### src/ubx_frm_pkg.sv
// Shared types and constants for the UBX fixed-frame receiver.
// No dependencies; used by ubx_frm_parser and ubx_fixed_frame_receiver_core.
`default_nettype none

package ubx_frm_pkg;

  // Sync pattern
  localparam logic [7:0] SYNC_FIRST  = 8'hB5;
  localparam logic [7:0] SYNC_SECOND = 8'h62;

  // Frame positions of the header steps
  localparam logic [6:0] POS_HUNT     = 7'd0;
  localparam logic [6:0] POS_SYNC2    = 7'd1;
  localparam logic [6:0] POS_CLASS    = 7'd2;
  localparam logic [6:0] POS_ID       = 7'd3;
  localparam logic [6:0] POS_LEN_LO   = 7'd4;
  localparam logic [6:0] POS_LEN_HI   = 7'd5;
  localparam logic [6:0] POS_PAYLOAD  = 7'd6;

  // Configuration register indexes
  localparam int unsigned CFG_IDX_W = 8;
  localparam logic [CFG_IDX_W-1:0] CFG_IDX_CLASS = 8'd0;
  localparam logic [CFG_IDX_W-1:0] CFG_IDX_ID    = 8'd1;

  // Reset values of the configuration registers
  localparam logic [7:0] RST_CLASS = 8'h01;
  localparam logic [7:0] RST_ID    = 8'h07;

  // One result from the parser
  typedef struct packed {
    logic       vld;
    logic [7:0] data;
    logic [6:0] offset;
    logic       frame_end;
    logic       ck_ok;
  } ubx_res_t;

endpackage

`default_nettype wire

### src/ubx_fixed_frame_receiver_core.sv
// Top level of the UBX fixed-frame receiver: input register, parser, result register,
// configuration registers. Depends on ubx_frm_pkg and ubx_frm_parser.
//
//   channel | dir | tdata (low bit up)           | tuser       | tlast
//   in_     | in  | rx_byte[7:0]                 | -           | -
//   out_    | out | out_byte[7:0], byte_offset[14:8], 0 | checksum_ok | frame_end
//   cfg_    | in  | cfg_index: 0 class, 1 id; cfg_data[7:0]
//
// An accepted byte is loaded into the input register and then into the result
// register, from which its beat is offered; one byte is accepted per cycle while
// the result is not stalled. Header and checksum-A bytes give no beat.
// Synchronous active-low reset clears the frame position, sums and valid flags and
// restores class 0x01, id 0x07. A stalled result holds the pipeline; the input
// register still takes one byte while the result waits.
`default_nettype none

module ubx_fixed_frame_receiver_core #(
  parameter int unsigned PAYLOAD_LEN = 92
) (
  input  wire logic                             clk,
  input  wire logic                             rst_n,
  // input stream
  input  wire logic                             in_tvalid,
  output      logic                             in_tready,
  input  wire logic [7:0]                       in_tdata,   // [7:0] rx_byte
  // result stream
  output      logic                             out_tvalid,
  input  wire logic                             out_tready,
  output      logic [15:0]                      out_tdata,  // [7:0] out_byte, [14:8] byte_offset
  output      logic                             out_tlast,  // frame_end
  output      logic                             out_tuser,  // checksum_ok
  // configuration writes
  input  wire logic                             cfg_valid,
  output      logic                             cfg_ready,
  input  wire logic [ubx_frm_pkg::CFG_IDX_W-1:0] cfg_index,
  input  wire logic [7:0]                       cfg_data
);
  import ubx_frm_pkg::*;

  logic       s1_vld_r;
  logic [7:0] s1_byte_r;
  logic       out_vld_r;
  logic [7:0] out_byte_r;
  logic [6:0] out_off_r;
  logic       out_end_r;
  logic       out_ok_r;
  logic [7:0] exp_class_r;
  logic [7:0] exp_id_r;
  logic       adv;
  ubx_res_t   res;

  // Pipeline moves when the result register is free or being drained
  assign adv       = !out_vld_r || out_tready;
  assign in_tready = !s1_vld_r || adv;
  assign cfg_ready = 1'b1;

  // Input register
  always_ff @(posedge clk) begin
    if (!rst_n) begin
      s1_vld_r <= 1'b0;
    end else if (in_tready) begin
      s1_vld_r <= in_tvalid;
    end
  end

  always_ff @(posedge clk) begin
    if (in_tready && in_tvalid) begin
      s1_byte_r <= in_tdata;
    end
  end

  ubx_frm_parser #(
    .PAYLOAD_LEN(PAYLOAD_LEN)
  ) u_parser (
    .clk       (clk),
    .rst_n     (rst_n),
    .step      (s1_vld_r && adv),
    .rx_byte   (s1_byte_r),
    .exp_class (exp_class_r),
    .exp_id    (exp_id_r),
    .res       (res)
  );

  // Result register
  always_ff @(posedge clk) begin
    if (!rst_n) begin
      out_vld_r <= 1'b0;
    end else if (adv) begin
      out_vld_r <= s1_vld_r && res.vld;
    end
  end

  always_ff @(posedge clk) begin
    if (adv) begin
      out_byte_r <= res.data;
      out_off_r  <= res.offset;
      out_end_r  <= res.frame_end;
      out_ok_r   <= res.ck_ok;
    end
  end

  assign out_tvalid = out_vld_r;
  assign out_tdata  = {1'b0, out_off_r, out_byte_r};
  assign out_tlast  = out_end_r;
  assign out_tuser  = out_ok_r;

  // Configuration registers
  always_ff @(posedge clk) begin
    if (!rst_n) begin
      exp_class_r <= RST_CLASS;
      exp_id_r    <= RST_ID;
    end else if (cfg_valid && cfg_ready) begin
      case (cfg_index)
        CFG_IDX_CLASS: exp_class_r <= cfg_data;
        CFG_IDX_ID:    exp_id_r    <= cfg_data;
        default:       ;
      endcase
    end
  end

endmodule

`default_nettype wire

### src/ubx_frm_parser.sv
// Frame position tracker and Fletcher-8 checksum for the UBX receiver.
// Depends on ubx_frm_pkg.
`default_nettype none

module ubx_frm_parser #(
  parameter int unsigned PAYLOAD_LEN = 92
) (
  input  wire logic                  clk,
  input  wire logic                  rst_n,
  input  wire logic                  step,
  input  wire logic [7:0]            rx_byte,
  input  wire logic [7:0]            exp_class,
  input  wire logic [7:0]            exp_id,
  output ubx_frm_pkg::ubx_res_t      res
);
  import ubx_frm_pkg::*;

  localparam logic [6:0] POS_CK_A = 7'(32'(POS_PAYLOAD) + PAYLOAD_LEN);
  localparam logic [6:0] POS_CK_B = 7'(32'(POS_PAYLOAD) + PAYLOAD_LEN + 1);
  localparam logic [7:0] LEN_LO   = 8'(PAYLOAD_LEN & 32'hFF);
  localparam logic [7:0] LEN_HI   = 8'((PAYLOAD_LEN >> 8) & 32'hFF);

  logic [6:0] pos_r, pos_nxt;
  logic [7:0] sum_a_r, sum_a_nxt;
  logic [7:0] sum_b_r, sum_b_nxt;
  logic [7:0] ck_a_r, ck_a_nxt;
  logic [6:0] pos_eff;
  logic [7:0] acc_a, acc_b;

  // Running sums with this byte added
  assign acc_a = sum_a_r + rx_byte;
  assign acc_b = sum_b_r + acc_a;

  // Position step, sum update and result
  always_comb begin
    pos_eff   = (pos_r > POS_CK_B) ? POS_HUNT : pos_r;
    pos_nxt   = POS_HUNT;
    sum_a_nxt = sum_a_r;
    sum_b_nxt = sum_b_r;
    ck_a_nxt  = ck_a_r;
    res       = '0;
    case (pos_eff)
      POS_HUNT: begin
        if (rx_byte == SYNC_FIRST) pos_nxt = POS_SYNC2;
      end
      POS_SYNC2: begin
        if (rx_byte == SYNC_SECOND) pos_nxt = POS_CLASS;
      end
      POS_CLASS: begin
        if (rx_byte == exp_class) begin
          // sums restart from zero with the class byte
          sum_a_nxt = rx_byte;
          sum_b_nxt = rx_byte;
          pos_nxt   = POS_ID;
        end
      end
      POS_ID: begin
        if (rx_byte == exp_id) begin
          sum_a_nxt = acc_a;
          sum_b_nxt = acc_b;
          pos_nxt   = POS_LEN_LO;
        end
      end
      POS_LEN_LO: begin
        if (rx_byte == LEN_LO) begin
          sum_a_nxt = acc_a;
          sum_b_nxt = acc_b;
          pos_nxt   = POS_LEN_HI;
        end
      end
      POS_LEN_HI: begin
        if (rx_byte == LEN_HI) begin
          sum_a_nxt = acc_a;
          sum_b_nxt = acc_b;
          pos_nxt   = POS_PAYLOAD;
        end
      end
      default: begin
        if (pos_eff < POS_CK_A) begin
          // payload beat
          sum_a_nxt  = acc_a;
          sum_b_nxt  = acc_b;
          res.vld    = 1'b1;
          res.data   = rx_byte;
          res.offset = pos_eff - POS_PAYLOAD;
          pos_nxt    = pos_eff + 7'd1;
        end else if (pos_eff == POS_CK_A) begin
          ck_a_nxt = rx_byte;
          pos_nxt  = POS_CK_B;
        end else begin
          // second checksum byte closes the frame
          res.vld       = 1'b1;
          res.frame_end = 1'b1;
          res.ck_ok     = (ck_a_r == sum_a_r) && (rx_byte == sum_b_r);
        end
      end
    endcase
  end

  always_ff @(posedge clk) begin
    if (!rst_n) begin
      pos_r   <= POS_HUNT;
      sum_a_r <= '0;
      sum_b_r <= '0;
      ck_a_r  <= '0;
    end else if (step) begin
      pos_r   <= pos_nxt;
      sum_a_r <= sum_a_nxt;
      sum_b_r <= sum_b_nxt;
      ck_a_r  <= ck_a_nxt;
    end
  end

endmodule

`default_nettype wire
### config.mk
export PLATFORM = sky130hd
export DESIGN_NAME = ubx_fixed_frame_receiver_core
export DESIGN_NICKNAME = d
export VERILOG_FILES = /design/src/ubx_frm_pkg.sv /design/src/ubx_fixed_frame_receiver_core.sv /design/src/ubx_frm_parser.sv
export SDC_FILE = /design/constraint.sdc
export NUM_CORES = 1
export LEC_CHECK = 0
export BUFFER_PORTS_ARGS = -buffer_cell sky130_fd_sc_hd__buf_2
export CAP_MARGIN = 20
export CELL_PAD_IN_SITES_DETAIL_PLACEMENT = 1
export CELL_PAD_IN_SITES_GLOBAL_PLACEMENT = 2
export CORE_MARGIN = 4
export CORE_UTILIZATION = 33
export DETAILED_ROUTE_END_ITERATION = 10
export GPL_TIMING_DRIVEN = 0
export HOLD_SLACK_MARGIN = 0.03
export PLACE_DENSITY = 0.74
export SLEW_MARGIN = 20
export SYNTH_ARGS = -nofsm -noshare
export SYNTH_HDL_FRONTEND = slang
export SYNTH_HIERARCHICAL = 1
export SYNTH_SLANG_ARGS = --single-unit
### constraint.sdc
create_clock -name clk -period 2.8 [get_ports clk]
set_input_delay 0.42 -clock clk [delete_from_list [all_inputs] [get_ports clk]]
set_output_delay 0.42 -clock clk [all_outputs]
set_load 0.01 [all_outputs]
==> results of run 1 <==
layer usage:
metal  wire length [um]  vias up  track usage
met5                  0        -            0
met1               6117     1805       0.2437
met2               6033       53       0.2863
li1                   -     1813            -
met4                143        0      0.05108
met3                434       13      0.03594
area by class of cell:
type | count | area [um2]
Fill cell | 1496 | 7416
Multi-Input combinational cell | 359 | 2536
Sequential cell | 74 | 1734
Timing Repair Buffer | 58 | 330.3
Clock buffer | 10 | 229.0
Tap cell | 172 | 215.2
Buffer | 26 | 155.1
Clock inverter | 6 | 105.1
Inverter | 14 | 52.55
power groups by stage:
stage / Combinational [mW] / Clock (mW) / Sequential [mW]
finish: 0.587 / 1.32 / 1.22
global placement: 0.524 / 0 / 1.24
CTS: 0.572 / 1.36 / 1.22
global route: 0.657 / 1.39 / 1.23
floorplan: 0.348 / 0 / 1.25
detailed placement: 0.537 / 0 / 1.24
cells in the mapped netlist, types with 4 or more instances:
cell	count	share of area
a211oi_1	6	0.010
or3_1	5	0.0072
clkbuf_1	10	0.0086
a311oi_1	8	0.016
xnor2_1	37	0.074
inv_1	14	0.012
o21ai_0	22	0.025
nand2b_1	4	0.0057
nor2b_1	6	0.0086
o21a_1	5	0.0086
and2_1	12	0.017
a31oi_1	8	0.011
ha_1	21	0.060
edfxtp_1	25	0.17
xor2_1	9	0.018
a21oi_1	13	0.015
nor2_1	45	0.039
nand4_1	10	0.014
nand2_1	57	0.049
nor4_1	12	0.017
mux2i_1	24	0.055
nand3_1	7	0.0080
buf_2	13	0.015
dfxtp_1	49	0.23
nor3_1	9	0.010
registers in the layout (all words and copies together), names as in the netlist, 7 cells and up:
name,flops
s1_byte_r,8
u_parser/sum_b_r,8
exp_class_r,8
out_byte_r,8
u_parser/pos_r,7
exp_id_r,8
out_off_r,7
u_parser/ck_a_r,8
u_parser/sum_a_r,8
logic make-up (layout without fill, tap and decap cells):
family                   count (synthesis)  in the layout
adder cells (fa/ha/maj)                 23             23
multiplexers                            24             24
AO/OA/AOI/OAI                           81             81
other                                    2              2
flip-flops                              74             74
XOR/XNOR                                46             46
AND/OR/NAND/NOR                        183            183
buffers and inverters                   42            114
worst paths after layout:
path / end / startpoint
max: u_parser/sum_b_r[7] / s1_byte_r[1]
max reg2reg: u_parser/sum_b_r[7] / s1_byte_r[1]
min: s1_byte_r[5] / in_tdata[5]
min reg2reg: exp_class_r[7] / exp_class_r[7]
worst max-delay path, stage by stage (launching register included):
cell	delay, ns
edfxtp_1	0.42
ha_1	0.33
a21o_1	0.20
a211oi_2	0.25
nor2_2	0.08
ha_1	0.32
o21ai_0	0.08
nor2_1	0.07
or2_4	0.25
o41ai_4	0.32
xnor2_1	0.15
o211ai_1	0.09
o211a_1	0.13
stage by stage:
step	setup TNS (ns)	setup slack [ns]	cell area [um2]	power, mW	hold WS [ns]
6_report	-0.01243	-0.01243	5358	3.125	0.2489
5_1_grt	-0.3251	-0.1996	5358	3.277	0.2357
4_1_cts	-0.02959	-0.02107	5265	3.150	0.2349
3_5_place_dp	-4.773	-0.4337	4812	1.778	0.4704
3_3_place_gp	-3.937	-0.4074	4812	1.762	0.4575
2_1_floorplan	0	0.04689	4362	1.599	0.4480
timing repair:
item	CTS	global route
setup buffers	5	6
endpoints found under the setup margin	42	37
pin swaps	9	2
gates resized for setup	20	17
==> impl_metrics.env, run 1 <==
export IMPL_tightestPinTransition_ns=0.8686
export IMPL_postRouteWirelength_um=12730
export IMPL_numCtsBuffers=9
export IMPL_min_period_ns=2.812
export IMPL_dpl_cell_count=694
export IMPL_drtIter0Drc=177
export IMPL_combPwrFrac=0.188
export IMPL_drive_gt1_frac=0.2358
export IMPL_cts_tree="built"
export IMPL_hold_class="input port to flip-flop"
export IMPL_syn_cell_area_um2=4354
export IMPL_finalCritPeriodShare=1.004
export IMPL_endpoint_kind="flip-flop"
export IMPL_synth_edf_count=25
export IMPL_switching_share=0.2645
export IMPL_slew_headroom=0.4203
export IMPL_port_buffers=47
export IMPL_drv_slew=0
export IMPL_ios=50
export IMPL_synth_fa_ha_area_frac=0.06954
export IMPL_grt_overflow=0
export IMPL_yosysWarnings=6
export IMPL_area_growth_pct=23.05
export IMPL_ys_flop_type="dfxtp_1"
export IMPL_core_area_um2=12770
export IMPL_clk_pin_slew_worst_paths_ns=0.06
export IMPL_power_internal_mw=2.299
export IMPL_wl_per_cell_um=17.70
export IMPL_viasPerCell=5.124
export IMPL_layout_common_cells="buf_2, nand2_1, dfxtp_1, nor2_1, xnor2_1"
export IMPL_p_sw_mw=0.8264
export IMPL_regToRegSetupSlack_ns=-0.01
export IMPL_path_max_fanout=3
export IMPL_synthXorXnorAreaFrac=0.09253
export IMPL_finClkSkew_ns=0.007429
export IMPL_syn_avg_cell_area_um2=9.167
export IMPL_htree_levels=3
export IMPL_crit_required_ns=3.04
export IMPL_final_cells=719
export IMPL_ant_nets=0
export IMPL_finalSetupViolCount=1
export IMPL_finalHoldViolCount=0
export IMPL_insertion_delay_ns=0.35
export IMPL_fp_dieW_um=122.9
export IMPL_netlist_instances=475
export IMPL_synth_top_family_by_area="simple AND/OR/NAND/NOR gates"
export IMPL_max_freq_mhz=355.6
export IMPL_start_util=0.3409
export IMPL_die_y_um=122.9
export IMPL_synth_seq_cells=74
export IMPL_grt_pass1_wl_um=20460
export IMPL_dp_hpwl_um=9412
export IMPL_grt_pass1_vias=3860
export IMPL_rsz0062_at_grt="yes"
export IMPL_yosysUniqueCellTypes=56
export IMPL_path_class="flip-flop to flip-flop"
export IMPL_synth_simple_area_share=0.2109
export IMPL_antenna_found_initial=0
export IMPL_final_util=0.4194
export IMPL_ir_worst_vdd_mv=0.4395
export IMPL_place_congestion=0.8344
export IMPL_rr_worst_depth=12
export IMPL_track_usage=0.1785
export IMPL_hold_buffers=0
export IMPL_clkPwrFrac=0.422
export IMPL_violations="negative setup slack"
export IMPL_layout_nets=594
export IMPL_synth_nets=527
export IMPL_min_path_cells=1
export IMPL_synth_compound_area_share=0.1264
export IMPL_arrival_ns=3.05
export IMPL_drc=0
export IMPL_clkSinkCount=74
export IMPL_rows=41
export IMPL_cellPowerDensity_nw_per_um2=583.3
export IMPL_maxCapViolations=0
export IMPL_vias=3684
export IMPL_dieArea_um2=15100
export IMPL_seq_power_share=0.390
export IMPL_drt_pass1_iter_count=4
export IMPL_async_flop_share=0
export IMPL_grt_max_degree=20
export IMPL_antennaDiodeCount=0
export IMPL_outcome="finished, violations left"
export IMPL_p_leak_nw=2.161
export IMPL_root_buffer="clkbuf_16"
export IMPL_final_common_cell="buf_2"
export IMPL_synthMuxAreaShare=0.05517
export IMPL_fin_ws_ns=-0.01243
export IMPL_cts_buffer_depth=2
export IMPL_startpoint_type="flip-flop"
export IMPL_ys_seq_area_frac=0.3977
Note: power is estimated with default switching activity, not from simulation.
==> run 2: changes to the inputs <==
--- a/config.mk
+++ b/config.mk
@@ -5,12 +5,14 @@
 export SDC_FILE = /design/constraint.sdc
 export NUM_CORES = 1
 export LEC_CHECK = 0
+export ABC_AREA = 1
 export BUFFER_PORTS_ARGS = -buffer_cell sky130_fd_sc_hd__buf_2
 export CAP_MARGIN = 20
 export CELL_PAD_IN_SITES_DETAIL_PLACEMENT = 1
 export CELL_PAD_IN_SITES_GLOBAL_PLACEMENT = 2
 export CORE_MARGIN = 4
-export CORE_UTILIZATION = 33
+export CORE_UTILIZATION = 30
+export CTS_CLUSTER_DIAMETER = 30
 export DETAILED_ROUTE_END_ITERATION = 10
 export GPL_TIMING_DRIVEN = 0
 export HOLD_SLACK_MARGIN = 0.03
==> run 2 against run 1 <==
  * The flow now finishes without violations
  * Highest routed layer unchanged
  * Largest cell class unchanged
  * Sequential power shrank 5%
  * Largest power group unchanged
  * Die area grew 25%
  * Synthesized cell count grew 53%
  * Utilization shrank 4.3 points
  * Critical path type unchanged
  * Power shrank 11%
==> impl_metrics.env, run 2 <==
export IMPL_outcome="finished, final reports clean"
export IMPL_hold_start="in_tdata[0]"
export IMPL_startpoint_type="flip-flop"
export IMPL_finalHoldViolCount=0
export IMPL_slew_headroom=0.5305
export IMPL_min_period_ns=2.656
export IMPL_viasPerCell=4.703
export IMPL_grt_overflow=0
export IMPL_synth_seq_cells=74
export IMPL_rsz0062_at_grt="yes"
export IMPL_dieArea_um2=18840
export IMPL_layout_nets=844
export IMPL_hold_class="input port to flip-flop"
export IMPL_setup_tns_ns=0
export IMPL_area_growth_pct=20.86
export IMPL_dp_hpwl_um=12100
export IMPL_layout_common_cells="nand2_1, nor2_1, inv_1, buf_2, nand3_1"
export IMPL_finClkSkew_ns=0.01067
export IMPL_final_util=0.3760
export IMPL_path_max_fanout=4
export IMPL_crit_slowest_cell="fa_2"
export IMPL_netlist_instances=725
export IMPL_holdWs_ns=0.2387
export IMPL_clk_pin_slew_worst_paths_ns=0.07
export IMPL_wl_per_cell_um=15.48
export IMPL_max_freq_mhz=376.5
export IMPL_cellPowerDensity_nw_per_um2=459.6
export IMPL_postRouteWirelength_um=15690
export IMPL_clkSinkCount=74
export IMPL_finalCritPeriodShare=0.9485
export IMPL_synth_area_leaders="dfxtp_1, edfxtp_1, nand2_1"
export IMPL_ant_nets=0
export IMPL_arrival_ns=2.90
export IMPL_yosys_area_top_type="dfxtp_1"
export IMPL_rows=46
export IMPL_fp_dieW_um=137.3
export IMPL_root_buffer="clkbuf_16"
export IMPL_async_flop_share=0
export IMPL_numCtsBuffers=9
export IMPL_drtIter0Drc=185
export IMPL_htree_levels=3
export IMPL_ys_seq_area_frac=0.3454
export IMPL_maxCapViolations=0
export IMPL_yosysWarnings=6
export IMPL_final_common_cell="nand2_1"
export IMPL_startpoint="u_parser/sum_a_r[0]"
export IMPL_place_congestion=0.8202
export IMPL_yosysUniqueCellTypes=39
export IMPL_synth_edf_count=25
export IMPL_tightestPinTransition_ns=0.7035
export IMPL_grt_max_degree=19
export IMPL_drv_slew=0
export IMPL_ir_worst_vdd_mv=0.2981
export IMPL_ys_flop_type="dfxtp_1"
export IMPL_track_usage=0.1754
export IMPL_die_y_um=137.3
export IMPL_synth_common_cells="nand2_1, nor2_1, inv_1"
export IMPL_crit_required_ns=3.05
export IMPL_hold_buffers=0
export IMPL_ios=50
export IMPL_syn_cell_area_um2=5014
export IMPL_grt_pass1_vias=4998
export IMPL_endpoint_kind="flip-flop"
export IMPL_core_area_um2=16120
export IMPL_path_cells="ha_2 > inv_2 > fa_2 > inv_2 > nand3_2 > nand3_2 > xor2_2 > inv_2 > ha_4 > a21oi_2 > o21ai_1 > a21oi_2 > nand3_1 > nand2_1 > nor2_1 > nor2_1 > nor2_1"
export IMPL_antennaDiodeCount=0
export IMPL_grt_pass1_wl_um=25410
export IMPL_cts_tree="built"
export IMPL_p_leak_nw=2.908
export IMPL_start_util=0.3111
export IMPL_port_buffers=46
export IMPL_vias=4764
export IMPL_drc=0
export IMPL_synth_top_area_frac=0.1957
export IMPL_synth_most_common_cell="nand2_1"
export IMPL_finalSetupViolCount=0
export IMPL_rr_startpoint="u_parser/sum_a_r[0]"
export IMPL_drive_gt1_frac=0.1982
export IMPL_slowest_delay_ns=0.39
export IMPL_synth_nets=777
export IMPL_cts_buffer_depth=2
export IMPL_insertion_delay_ns=0.35
export IMPL_drt_pass1_iter_count=4
export IMPL_p_total_mw=2.785
export IMPL_antenna_found_initial=0
export IMPL_syn_avg_cell_area_um2=6.915
export IMPL_path_class="flip-flop to flip-flop"
==> run 2: cell count changes after synthesis, sizes merged, moves of 9 or more <==
cell    previous run  this run
a21oi             13        30
nor2              45       134
mux2i             24         0
nor4              12         1
nand2             57       201
xnor2             37        16
nand3b             1        15
inv               14        90
and2              12         0
nor3              11         2
nand3              7        59
==> run 2: worst paths after layout <==
check / depth (start not counted) / slack [ns] / end
setup / recovery: 17 / 0.14 / u_parser/sum_b_r[7]
hold / removal: 1 / 0.24 / s1_byte_r[0]
setup reg to reg: 17 / 0.14 / u_parser/sum_b_r[7]
hold reg to reg: 2 / 0.48 / out_tvalid
==> run 2: kinds of logic (layout without fill, tap and decap cells) <==
family	count (synthesis)	in the layout	synth area share
xor gates and xnor gates	26	26	0.04542
buffers and inverters	114	186	0.09833
other	2	2	0.001498
adders and majority gates	23	23	0.06039
and+or+nand+nor	434	434	0.3911
AOI/OAI and AO/OA	52	52	0.05790
DFF	74	74	0.3454
==> run 2: layout make-up <==
class	instances	area, um2
sequential	74	1737
multi-input combinational	537	2952
fill	2081	10060
buffer	23	155.1
inverter	91	344.1
tap	216	270.3
timing repair buffer	56	305.3
clock buffer	10	229.0
clock inverter	6	67.56
==> run 2: per-layer routing <==
layer,track usage,up-vias,wire length (um)
li1,-,2420,-
met1,0.2264,2275,7361
met2,0.2935,52,7585
met3,0.03397,17,440
met4,0.05876,0,297
met5,0,-,0
==> run 2: timing repair <==
action / in CTS / in global routing
buffers inserted: 3 / 7
resized for setup: 6 / 34
endpoints found under the setup margin: 31 / 37
pin swaps: 2 / 9
==> run 2: per-stage QoR <==
step / instances / setup WS, ns / cell area (um2)
detailed placement: 987 / -0.4481 / 5514
CTS: 1006 / 0.009178 / 5863
floorplan: 725 / 0.2680 / 5014
global route: 1013 / -0.04349 / 6060
global placement: 987 / -0.3913 / 5514
finish: 1013 / 0.1442 / 6060
==> run 2: power by group <==
part / total (mW) / switching (mW) / internal (mW)
logic: 0.436 / 0.267 / 0.170
registers: 1.16 / 0.0215 / 1.14
clock network: 1.18 / 0.492 / 0.692
==> run 2: critical path: cells and delay by family, from the launching register on <==
family | cells | cell delay, ns
AO/OA/AOI/OAI | 3 | 0.45
flip-flops | 1 | 0.37
AND/OR/NAND/NOR | 7 | 0.50
adder cells (fa/ha/maj) | 3 | 0.84
XOR/XNOR | 1 | 0.19
buffers and inverters | 3 | 0.20
==> run 3: changes to the inputs <==
--- a/config.mk
+++ b/config.mk
@@ -16,7 +16,7 @@
 export DETAILED_ROUTE_END_ITERATION = 10
 export GPL_TIMING_DRIVEN = 0
 export HOLD_SLACK_MARGIN = 0.03
-export PLACE_DENSITY = 0.74
+export PLACE_DENSITY_LB_ADDON = 0.1
 export SLEW_MARGIN = 20
 export SYNTH_ARGS = -nofsm -noshare
 export SYNTH_HDL_FRONTEND = slang
==> run 3 against run 2 <==
  * Flip-flop and latch count unchanged
  * Setup slack better by 0.0014 ns
  * Clock power up 8%
  * Critical endpoint unchanged
  * Global-route usage grew 0.75 points
  * Register-to-register slack about the same
  * Cell count hardly changed
  * Wire length increased by 3.8%
  * Critical path type unchanged
  * Clock skew down 0.0058 ns
  * Power rose by 3.8%
  * Utilization is 0.14 points higher
  * Largest power group unchanged
  * Design area rose by 0.37%
==> impl_metrics.env, run 3 (synthesized netlist as in run 2, its figures left out) <==
export IMPL_ant_nets=0
export IMPL_min_path_cells=1
export IMPL_top_usage_layer="met2"
export IMPL_fp_dieW_um=137.3
export IMPL_place_congestion=0.8444
export IMPL_grt_pass1_wl_um=26110
export IMPL_htree_levels=3
export IMPL_r2r_end="u_parser/sum_b_r[7]"
export IMPL_p_leak_nw=2.924
export IMPL_grt_use_met3=0.02666
export IMPL_postRouteWirelength_um=16290
export IMPL_outcome="finished, final reports clean"
export IMPL_tightestPinTransition_ns=0.7149
export IMPL_use_met1=0.2399
export IMPL_cts_buffer_depth=2
export IMPL_rsz0062_at_grt="yes"
export IMPL_power_internal_mw=2.099
export IMPL_clkPwrFrac=0.442
export IMPL_grt_overflow=0
export IMPL_numCtsBuffers=9
export IMPL_clk_pin_slew_worst_paths_ns=0.06
export IMPL_seq_power_share=0.403
export IMPL_grt_pass1_vias=4971
export IMPL_final_common_cell="nand2_1"
export IMPL_hold_start="in_tdata[3]"
export IMPL_grt_max_degree=19
export IMPL_rr_worst_depth=17
export IMPL_crit_required_ns=3.05
export IMPL_arrival_ns=2.90
export IMPL_path_max_fanout=4
export IMPL_vias=4744
export IMPL_finalCritPeriodShare=0.9480
export IMPL_area_growth_pct=21.31
export IMPL_antenna_found_initial=0
export IMPL_die_y_um=137.3
export IMPL_wl_per_cell_um=16.06
export IMPL_use_met2=0.3079
export IMPL_combPwrFrac=0.155
export IMPL_root_buffer="clkbuf_16"
export IMPL_port_buffers=46
export IMPL_path_class="flip-flop to flip-flop"
export IMPL_rows=46
export IMPL_endpoint_kind="flip-flop"
export IMPL_startpoint="u_parser/sum_a_r[0]"
export IMPL_layout_nets=845
export IMPL_setup_tns_ns=0
export IMPL_clkSinkCount=74
export IMPL_layout_common_cells="nand2_1, nor2_1, inv_1, buf_2, nand3_1"
export IMPL_cts_tree="built"
export IMPL_final_util=0.3774
export IMPL_fillers=2053
export IMPL_slew_headroom=0.5229
export IMPL_insertion_delay_ns=0.35
export IMPL_max_freq_mhz=376.7
export IMPL_finClkSkew_ns=0.004908
export IMPL_regToRegSetupSlack_ns=0.15
export IMPL_finalSetupViolCount=0
export IMPL_ios=50
export IMPL_dieArea_um2=18840
export IMPL_antennaDiodeCount=0
export IMPL_track_usage=0.1828
export IMPL_drive_gt1_frac=0.2030
export IMPL_hold_class="input port to flip-flop"
export IMPL_hold_buffers=0
export IMPL_startpoint_type="flip-flop"
export IMPL_core_area_um2=16120
export IMPL_viasPerCell=4.679
export IMPL_finalHoldViolCount=0
export IMPL_maxCapViolations=0
export IMPL_drc=0
export IMPL_ir_worst_vdd_mv=0.2881
export IMPL_cp_endpoint="u_parser/sum_b_r[7]"
export IMPL_multi_input_area_um2=2943
export IMPL_rr_startpoint="u_parser/sum_a_r[0]"
export IMPL_switching_share=0.2734
export IMPL_drtIter0Drc=215
export IMPL_dp_hpwl_um=12470
export IMPL_drv_slew=0
export IMPL_cellPowerDensity_nw_per_um2=475.1
export IMPL_start_util=0.3111
export IMPL_drt_pass1_iter_count=5
export IMPL_area_sequential_um2=1738
export IMPL_min_period_ns=2.654
export IMPL_p_sw_mw=0.7901
==> run 3: worst max-delay path, cell delays in order, from the launching register on <==
cell	delay, ns
dfxtp_4	0.37
ha_2	0.19
inv_2	0.04
fa_2	0.39
inv_2	0.09
nand3_2	0.06
nand3_2	0.08
xor2_2	0.21
inv_2	0.08
ha_4	0.27
a21oi_4	0.13
o21ai_2	0.08
a21oi_2	0.18
nand3_1	0.11
nand2_1	0.07
nor2_1	0.04
nor2_1	0.09
nor2_1	0.05
==> run 3: worst min-delay path by stage <==
| stage | end | slack (ns) |
|---|---|---|
| after CTS | s1_byte_r[3] | 0.22 |
| after detailed placement | exp_id_r[2] | 0.48 |
| final | s1_byte_r[3] | 0.24 |
| after global placement | out_tvalid | 0.46 |
| after floorplan | out_tvalid | 0.45 |
| after global routing | s1_byte_r[4] | 0.23 |
==> run 3: layout make-up <==
cell class | instances | area share
clock inverters | 6 | 0.01481
well taps | 216 | 0.04444
repair buffers | 57 | 0.05143
inverters | 91 | 0.05657
clock buffers | 10 | 0.03765
multi-input cells | 537 | 0.4839
plain buffers | 23 | 0.02551
flip-flops and latches | 74 | 0.2857
==> run 3: per-layer routing <==
| metal | up-vias | part of all wire | wire [um] |
|---|---|---|---|
| met2 | 58 | 0.48 | 7852 |
| met3 | 13 | 0.027 | 441 |
| met1 | 2254 | 0.48 | 7750 |
| met5 | - | 0 | 0 |
| met4 | 0 | 0.015 | 240 |
| li1 | 2419 | - | - |
==> run 3: power by group through the flow <==
| stage | Clock [mW] | Sequential [mW] | Combinational (mW) |
|---|---|---|---|
| 2_1_floorplan | 0 | 1.19 | 0.268 |
| 6_report | 1.28 | 1.16 | 0.448 |
| 3_5_place_dp | 0 | 1.19 | 0.405 |
| 4_1_cts | 1.32 | 1.16 | 0.420 |
| 3_3_place_gp | 0 | 1.19 | 0.396 |
| 5_1_grt | 1.36 | 1.17 | 0.505 |
==> run 3: per-stage QoR <==
stage,power [mW],setup WS (ns),hold WS (ns),cell area [um2],cells
after CTS,2.905,0.008487,0.2221,5896,1006
after detailed placement,1.596,-0.4981,0.4789,5514,987
after floorplan,1.460,0.2680,0.4459,5014,725
after global placement,1.586,-0.4762,0.4603,5514,987
after global routing,3.033,-0.07208,0.2306,6082,1014
final,2.890,0.1455,0.2433,6082,1014
==> run 3: what timing repair did <==
item                       in CTS  in global routing
pin swaps                       2                 15
resized for setup               8                 35
buffers inserted                3                  8
setup endpoints to repair      34                 42
